$ cat config.mk
export PLATFORM = sky130hd
export DESIGN_NAME = e2q_cordic
export DESIGN_NICKNAME = d
export VERILOG_FILES = /design/src/rtl/core/e2q_pkg.sv /design/src/rtl/core/e2q_cordic.sv
export SDC_FILE = /design/constraint.sdc
export NUM_CORES = 1
export LEC_CHECK = 0
export BUFFER_PORTS_ARGS = -buffer_cell sky130_fd_sc_hd__buf_2
export CORE_MARGIN = 4
export CORE_UTILIZATION = 55
export DETAILED_ROUTE_END_ITERATION = 12
export HOLD_SLACK_MARGIN = 0.05
export PLACE_DENSITY = 0.89
export SLEW_MARGIN = 0
export SYNTH_ARGS = -nofsm -noshare
export SYNTH_HDL_FRONTEND = slang
export SYNTH_SLANG_ARGS = --single-unit
$ cat constraint.sdc
create_clock -name clk -period 7.5 [get_ports clk]
set_input_delay 1.125 -clock clk [delete_from_list [all_inputs] [get_ports clk]]
set_output_delay 1.125 -clock clk [all_outputs]
set_load 0.03 [all_outputs]
$ cat src/rtl/core/e2q_pkg.sv
// Package for the Euler angle to quaternion converter.
// Holds payload types, CORDIC constants and the arctangent table; no dependencies.
package e2q_pkg;

    localparam int ANGLE_BITS_DEF     = 16;
    localparam int COMPONENT_BITS_DEF = 16;
    localparam int CORDIC_STEPS_DEF   = 16;

    localparam int CW = 34;                  // CORDIC x/y width, Q30 plus growth
    localparam int ZW = 33;                  // phase accumulator, 2^32 per turn
    localparam logic signed [CW-1:0] GAIN_Q30 = 34'sd652032874;

    typedef struct packed {
        logic signed [15:0] yaw_angle;
        logic signed [15:0] pitch_angle;
        logic signed [15:0] roll_angle;
    } e2q_in_t;

    typedef struct packed {
        logic signed [15:0] quat_x;
        logic signed [15:0] quat_y;
        logic signed [15:0] quat_z;
        logic signed [15:0] quat_w;
    } e2q_out_t;

    function automatic logic signed [ZW-1:0] atan_lut(input logic [4:0] i);
        logic [31:0] v;
        case (i)
            5'd0:  v = 32'h20000000; 5'd1:  v = 32'h12E4051E;
            5'd2:  v = 32'h09FB385B; 5'd3:  v = 32'h051111D4;
            5'd4:  v = 32'h028B0D43; 5'd5:  v = 32'h0145D7E1;
            5'd6:  v = 32'h00A2F61E; 5'd7:  v = 32'h00517C55;
            5'd8:  v = 32'h0028BE53; 5'd9:  v = 32'h00145F2F;
            5'd10: v = 32'h000A2F98; 5'd11: v = 32'h000517CC;
            5'd12: v = 32'h00028BE6; 5'd13: v = 32'h000145F3;
            5'd14: v = 32'h0000A2F9; 5'd15: v = 32'h0000517D;
            5'd16: v = 32'h000028BE; 5'd17: v = 32'h0000145F;
            5'd18: v = 32'h00000A30; 5'd19: v = 32'h00000518;
            5'd20: v = 32'h0000028C; 5'd21: v = 32'h00000146;
            5'd22: v = 32'h000000A3; 5'd23: v = 32'h00000051;
            5'd24: v = 32'h00000029; 5'd25: v = 32'h00000014;
            5'd26: v = 32'h0000000A; 5'd27: v = 32'h00000005;
            5'd28: v = 32'h00000003; 5'd29: v = 32'h00000001;
            5'd30: v = 32'h00000001;
            default: v = 32'h00000000;
        endcase
        return $signed({1'b0, v});
    endfunction

endpackage

$ cat src/rtl/core/e2q_cordic.sv
// One rotation-mode CORDIC micro-rotation stage, registered, with stall.
// Depends on e2q_pkg.
module e2q_cordic
    import e2q_pkg::*;
#(
    parameter int STEP = 0
) (
    input  logic                 clk,
    input  logic                 en,
    input  logic signed [CW-1:0] x_in,
    input  logic signed [CW-1:0] y_in,
    input  logic signed [ZW-1:0] z_in,
    output logic signed [CW-1:0] x_out,
    output logic signed [CW-1:0] y_out,
    output logic signed [ZW-1:0] z_out
);
    logic signed [CW-1:0] x_reg, y_reg, x_next, y_next;
    logic signed [ZW-1:0] z_reg, z_next, at;
    logic signed [CW-1:0] dx, dy;

    always_comb
    begin
        at = atan_lut(5'(STEP));
        dx = y_in >>> STEP;
        dy = x_in >>> STEP;
        if (!z_in[ZW-1])
        begin
            x_next = x_in - dx;
            y_next = y_in + dy;
            z_next = z_in - at;
        end
        else
        begin
            x_next = x_in + dx;
            y_next = y_in - dy;
            z_next = z_in + at;
        end
    end

    always_ff @(posedge clk)
    begin
        if (en)
        begin
            x_reg <= x_next;
            y_reg <= y_next;
            z_reg <= z_next;
        end
    end

    assign x_out = x_reg;
    assign y_out = y_reg;
    assign z_out = z_reg;
endmodule

==> summary.md, run 1 <==
| Metric | Value |
|---|---|
| First-pass iteration count of the detailed router | `6` |
| Worst vdd ir | `0.125 mV` |
| Max-cap viol count | `0` |
| Setup TNS | `0 ns` |
| Routability cong. | `0.990` |
| Routed vias | `8,510` |
| Slew HR | `29.0%` |
| CTS tree | `done` |
| Crit start category | `input port` |
| H-tree depth | `3` |
| Clk buf depth | `2` |
| Gr ovfl total | `0` |
| Final period utilization | `54.5%` |
| Crit Path Class | `in2reg` |
| Critical Path End Type | `register` |
| Synth Register Bits | `100` |
| EDFF count, synth | `100` |
| Initial antenna violation count | `0` |
| Starting Density | `56.4%` |
| Core box area | `16,000 um2` |
| Mapped cell area | `9030 um2` |
| Total Wirelength | `26,300 um` |
| Power Dens Cells | `197 nW/um2` |
| Number of global-route vias before repair | `7,722` |
| Initial DRC count | `1,026` |
| Least-Margin Pin Slew | `1.07 ns` |
| Die X | `136 um` |
| CTS Root Cell | `clkbuf_16` |
| Async set or reset register ratio after synthesis | `0%` |
| Share of the synthesized area in the top cell type | `33.3%` |
| Clock Sinks | `100` |
| Worst Hold Depth | `1` |
| Top Ports | `204` |
| Warnings from Yosys | `0` |
| Routed length per instance | `18.8 um` |
| DRC viols | `0` |
| Port Buffers | `203` |
| Crit Path Max Fanout | `12` |
| HP Start | `z_in[5]` |
| ANT nets after route | `0` |
| All-layer global routing usage | `27.6%` |
| First-pass GRT wire length | `40,700 um` |
| Syn Inst Count | `1,005` |
| Syn nets | `1,214` |
| Via density | `6.09` |
| Leakage Power | `4.66 nW` |
| Syn Area/Cell | `8.98 um2` |
| Critical path arrival | `4.17 ns` |
| Die Height | `136 um` |
| Die area | `18,500 um2` |
| Netlist cell types | `76` |
| Max Fclk | `245 MHz` |
| Cts bufs inserted | `9` |
| Synth-to-Final Area Change | `15.6%` |
| Status | `complete, no violations` |
| Layout Utilization | `65.2%` |
| Detailed-placement wirelength estimate | `21,000 um` |
| Tot Pwr | `0.00206 W` |
| HP Class | `in2reg` |
| Largest net degree at the start of global routing | `85` |
| Final setup violation count | `0` |
| Layout Nets | `1,386` |
| Setup bufs post-CTS | `0` |
| Worst Hold End | `z_out[5]$_DFFE_PP_` |
| RSZ-0062 raised after global routing | `no` |
| Cts hold-fix bufs | `0` |
| Sequential share of the synthesized area | `33.3%` |
| Final Max Tran Viols | `0` |
| Share of cells above drive strength 1 | `20.9%` |
| Most used DFF post-synth | `edfxtp_1` |
| Rows | `46` |
| Reg clk slew, reported paths | `0.07 ns` |
| Post_cts resized | `0` |
| N_diodes | `0` |
| Data required, critical path | `7.59 ns` |
| Final hold viol count | `0` |
| Largest cells by area after synthesis | `edfxtp_1, ha_1, a21oi_1, xnor2_1, nor2_1` |
| Post-layout min period | `4.08 ns` |
| Cell accounting for the most synthesized area | `edfxtp_1` |
cells by family after synthesis:
group	synth area share (%)
compound gates	24.9
fa+ha+maj	15.0
xor+xnor	6.40
flops	33.3
mux	1.79
buf+inv	6.69
simple gates	11.9
placed cells by master, fill, tap and decap left out, types with 7 or more instances in the layout:
master     Yosys  routed
buf_2         14     202
a21oi_1      124     124
nor2_1       103     103
ha_1         102     102
edfxtp_1     100     100
inv_1         98      98
xnor2_1       56      56
o21ai_0       53      53
nand2_1       42      42
nand3_1       22      22
a21o_1        21      21
o21bai_1      20      20
mux2i_1       15      15
nor3_1        14      14
nand2b_1      13      13
a211oi_1      13      13
o31ai_1       11      11
xor2_1        10      10
a2111oi_0      9       9
clkbuf_16      0       9
nor4_1         8       8
a31oi_1        7       7
nor2b_1        7       7
o211ai_1       7       7
synthesized netlist by cell type (9+ instances only):
cell type    n
a211oi_1    13
o31ai_1     11
xnor2_1     56
mux2i_1     15
clkbuf_1    16
nor2_1     103
nor3_1      14
o21ai_0     53
a2111oi_0    9
edfxtp_1   100
ha_1       102
nand2_1     42
inv_1       98
nand3_1     22
a21o_1      21
buf_2       14
o21bai_1    20
a21oi_1    124
xor2_1      10
nand2b_1    13
power by group:
part           total (W)  switching [W]  internal (W)
Clock           0.000479       0.000214      0.000264
Combinational   0.000834       0.000564      0.000270
Sequential      0.000744      0.0000227      0.000721
through the flow:
step / std cells / area (um2) / setup slack, ns / hold WS (ns)
2_1_floorplan: 1005 / 9030 / 3.82 / 1.22
3_3_place_gp: 1382 / 10100 / 3.20 / 1.30
3_5_place_dp: 1382 / 10100 / 3.19 / 1.30
4_1_cts: 1398 / 10400 / 3.57 / 0.935
5_1_grt: 1398 / 10400 / 3.27 / 0.937
6_report: 1398 / 10400 / 3.42 / 0.944
final cells by class:
cell class,count,area [um2]
clock buffer,9,225
clock inverter,7,85.1
fill,1325,5570
inverter,103,387
tap,216,270
sequential,100,3000
timing repair buffer,206,1040
multi-input combinational,757,5420
state kept, by name, indices dropped and copies added, names as in the netlist:
register,cells
x_out,34
y_out,33
z_out,33
worst max path at each step:
stage          slack, ns  startpoint  cells past startpoint             endpoint
4_1_cts             3.57     x_in[2]                     12  y_out[32]$_DFFE_PP_
3_3_place_gp        3.20    x_in[12]                     12  x_out[31]$_DFFE_PP_
3_5_place_dp        3.19    x_in[12]                     12  x_out[31]$_DFFE_PP_
6_report            3.42     x_in[4]                     12  x_out[31]$_DFFE_PP_
2_1_floorplan       3.82     x_in[0]                     11  y_out[26]$_DFFE_PP_
5_1_grt             3.27    x_in[13]                     12  y_out[26]$_DFFE_PP_
worst max-delay path, stage by stage:
cell and delay [ns]:
buf_2 0.10, inv_1 0.04, ha_1 0.45, nor3_1 0.27, o21ai_0 0.21, a21oi_1 0.36, o31ai_2 0.18, o211a_1 0.29
o21ai_0 0.56, a31oi_1 0.24, a2bb2oi_1 0.19, xor2_1 0.15
layer usage:
metal / part of all wire [%] / up-vias / wire [um] / global-route usage, %
met5: 0 / - / 0 / 0
met4: 2.6 / 0 / 690 / 8.51
met3: 10 / 51 / 2730 / 4.81
met2: 44 / 517 / 11600 / 42.9
met1: 43 / 3976 / 11300 / 39.4
li1: - / 3966 / - / -
Power figures use the tool's default switching activity.
==> run 2: changes to the inputs <==
Settings changed: CORE_UTILIZATION 55 to 51, PLACE_DENSITY 0.89 to 0.87.
Clock period 7.5 ns to 3.6 ns, I/O delays scaled along.
==> summary.md, run 2 (synthesis results as in run 1) <==
| Metric | Value |
|---|---|
| Crit start category | `input port` |
| Initial DRC count | `911` |
| Post-placement cell count | `1,441` |
| Fill cells | `1,485` |
| Reg power frac | `35.3%` |
| Multi-input gate area | `5420 um2` |
| Post-layout min period | `3.29 ns` |
| Post-route cell area | `10,800 um2` |
| Internal power | `0.00267 W` |
| Clk buf depth | `2` |
| Switching Fraction | `39.0%` |
| Final Max Tran Viols | `0` |
| First-pass iteration count of the detailed router | `6` |
| HP Class | `in2reg` |
| Final setup violation count | `0` |
| Max Fclk | `304 MHz` |
| H-tree depth | `3` |
| Placed Area | `10,500 um2` |
| Final hold slack | `0.356 ns` |
| Top Ports | `204` |
| Least-Margin Pin Slew | `0.852 ns` |
| CTS Root Cell | `clkbuf_16` |
| Share of cells above drive strength 1 | `24.0%` |
| All-layer global routing usage | `27.5%` |
| Leakage Power | `4.90 nW` |
| Die area | `19,900 um2` |
| Die X | `141 um` |
| Max-cap viol count | `0` |
| Starting Density | `52.2%` |
| Cts bufs inserted | `9` |
| First-pass GRT wire length | `44,000 um` |
| CTS tree | `done` |
| Initial antenna violation count | `0` |
| Routed length per instance | `19.4 um` |
| Tot Pwr | `0.00438 W` |
| Worst vdd ir | `0.274 mV` |
| HP Start | `z_in[24]` |
| Worst setup startpoint | `x_in[0]` |
| Rows | `48` |
| Detailed-placement wirelength estimate | `22,500 um` |
| Switch Pwr | `0.00171 W` |
| Final period utilization | `91.5%` |
| Critical Path End Type | `register` |
| Total Wirelength | `28,200 um` |
| N_diodes | `0` |
| Register area | `3000 um2` |
| Clock Sinks | `100` |
| Via density | `5.94` |
| Setup TNS | `0 ns` |
| Layout Nets | `1,436` |
| Number of global-route vias before repair | `8,201` |
| Data required, critical path | `3.70 ns` |
| Final hold viol count | `0` |
| Clock share of power | `22.6%` |
| Commonest cells after routing, fill and taps aside | `buf_2, a21oi_1, nor2_1` |
| RSZ-0062 raised after global routing | `no` |
| Final non-filler cell total | `1,457` |
| Most common cell after layout, fill and taps aside | `buf_2` |
| Critical path arrival | `3.39 ns` |
| Crit Path Max Fanout | `5` |
| Max FFs per register | `34` |
| Status | `complete, no violations` |
| Die Height | `141 um` |
| Crit Path Class | `in2reg` |
| Post_cts resized | `0` |
| ANT nets after route | `0` |
| Cts hold-fix bufs | `0` |
| Slew HR | `43.2%` |
| Comb pwr share | `42.0%` |
| Synth-to-Final Area Change | `19.8%` |
| Port Buffers | `203` |
| Core box area | `17,300 um2` |
| Reg clk slew, reported paths | `0.07 ns` |
| Routed vias | `8,651` |
| Largest net degree at the start of global routing | `75` |
| Routability cong. | `1.01` |
| Gr ovfl total | `0` |
| DRC viols | `0` |
| Power Dens Cells | `405 nW/um2` |
| Setup bufs post-CTS | `0` |
[run 2: changes by cell type in the layout (fill, tap and decap cells not counted)]
cell / delta
clkbuf_1: +1
buf_4: +49
clkinv_2: +2
clkinv_8: -1
clkinv_4: -1
inv_6: -1
buf_12: +1
[run 2: path summary, 6_finish.rpt]
path	slack, ns	end	cells after the start
max	0.31	x_out[32]$_DFFE_PP_	12
min	0.36	z_out[24]$_DFFE_PP_	1
[run 2: power groups by stage]
| stage | sequential, W | combinational (W) | clock (W) |
|---|---|---|---|
| final | 0.00155 | 0.00184 | 0.000991 |
| after detailed placement | 0.00158 | 0.00180 | 0 |
| after global routing | 0.00156 | 0.00197 | 0.00106 |
| after global placement | 0.00157 | 0.00178 | 0 |
| after CTS | 0.00155 | 0.00181 | 0.00100 |
| after floorplan | 0.00191 | 0.000853 | 0 |
[run 2: through the flow]
stage	setup slack, ns	util [%]
global placement	0.103	60.8
CTS	0.369	62.5
detailed placement	0.00212	60.8
global route	0.220	62.5
finish	0.307	62.5
floorplan	0.501	-
[run 2: layer usage]
layer / wire length (um) / up-vias / track usage [%]
met5: 0 / - / 0
met3: 2790 / 65 / 4.61
li1: - / 4076 / -
met2: 12400 / 498 / 42.4
met4: 776 / 0 / 8.57
met1: 12300 / 4012 / 39.7
[run 2: cell type report]
type	count	share of cell area [%]
clock inverter	6	0.567
multi-input combinational	757	50.1
tap	225	2.60
inverter	103	3.58
timing repair buffer	256	13.2
clock buffer	10	2.12
sequential	100	27.8
[run 2: critical path, cell delays in order]
cell and delay (ns):
buf_2 0.12, ha_1 0.23, fa_1 0.43, and2b_4 0.21, o311ai_4 0.27, a31oi_1 0.18, o2111ai_2 0.27, a31oi_2 0.22
a31oi_1 0.45, o41ai_2 0.14, a32oi_1 0.21, xor2_1 0.11
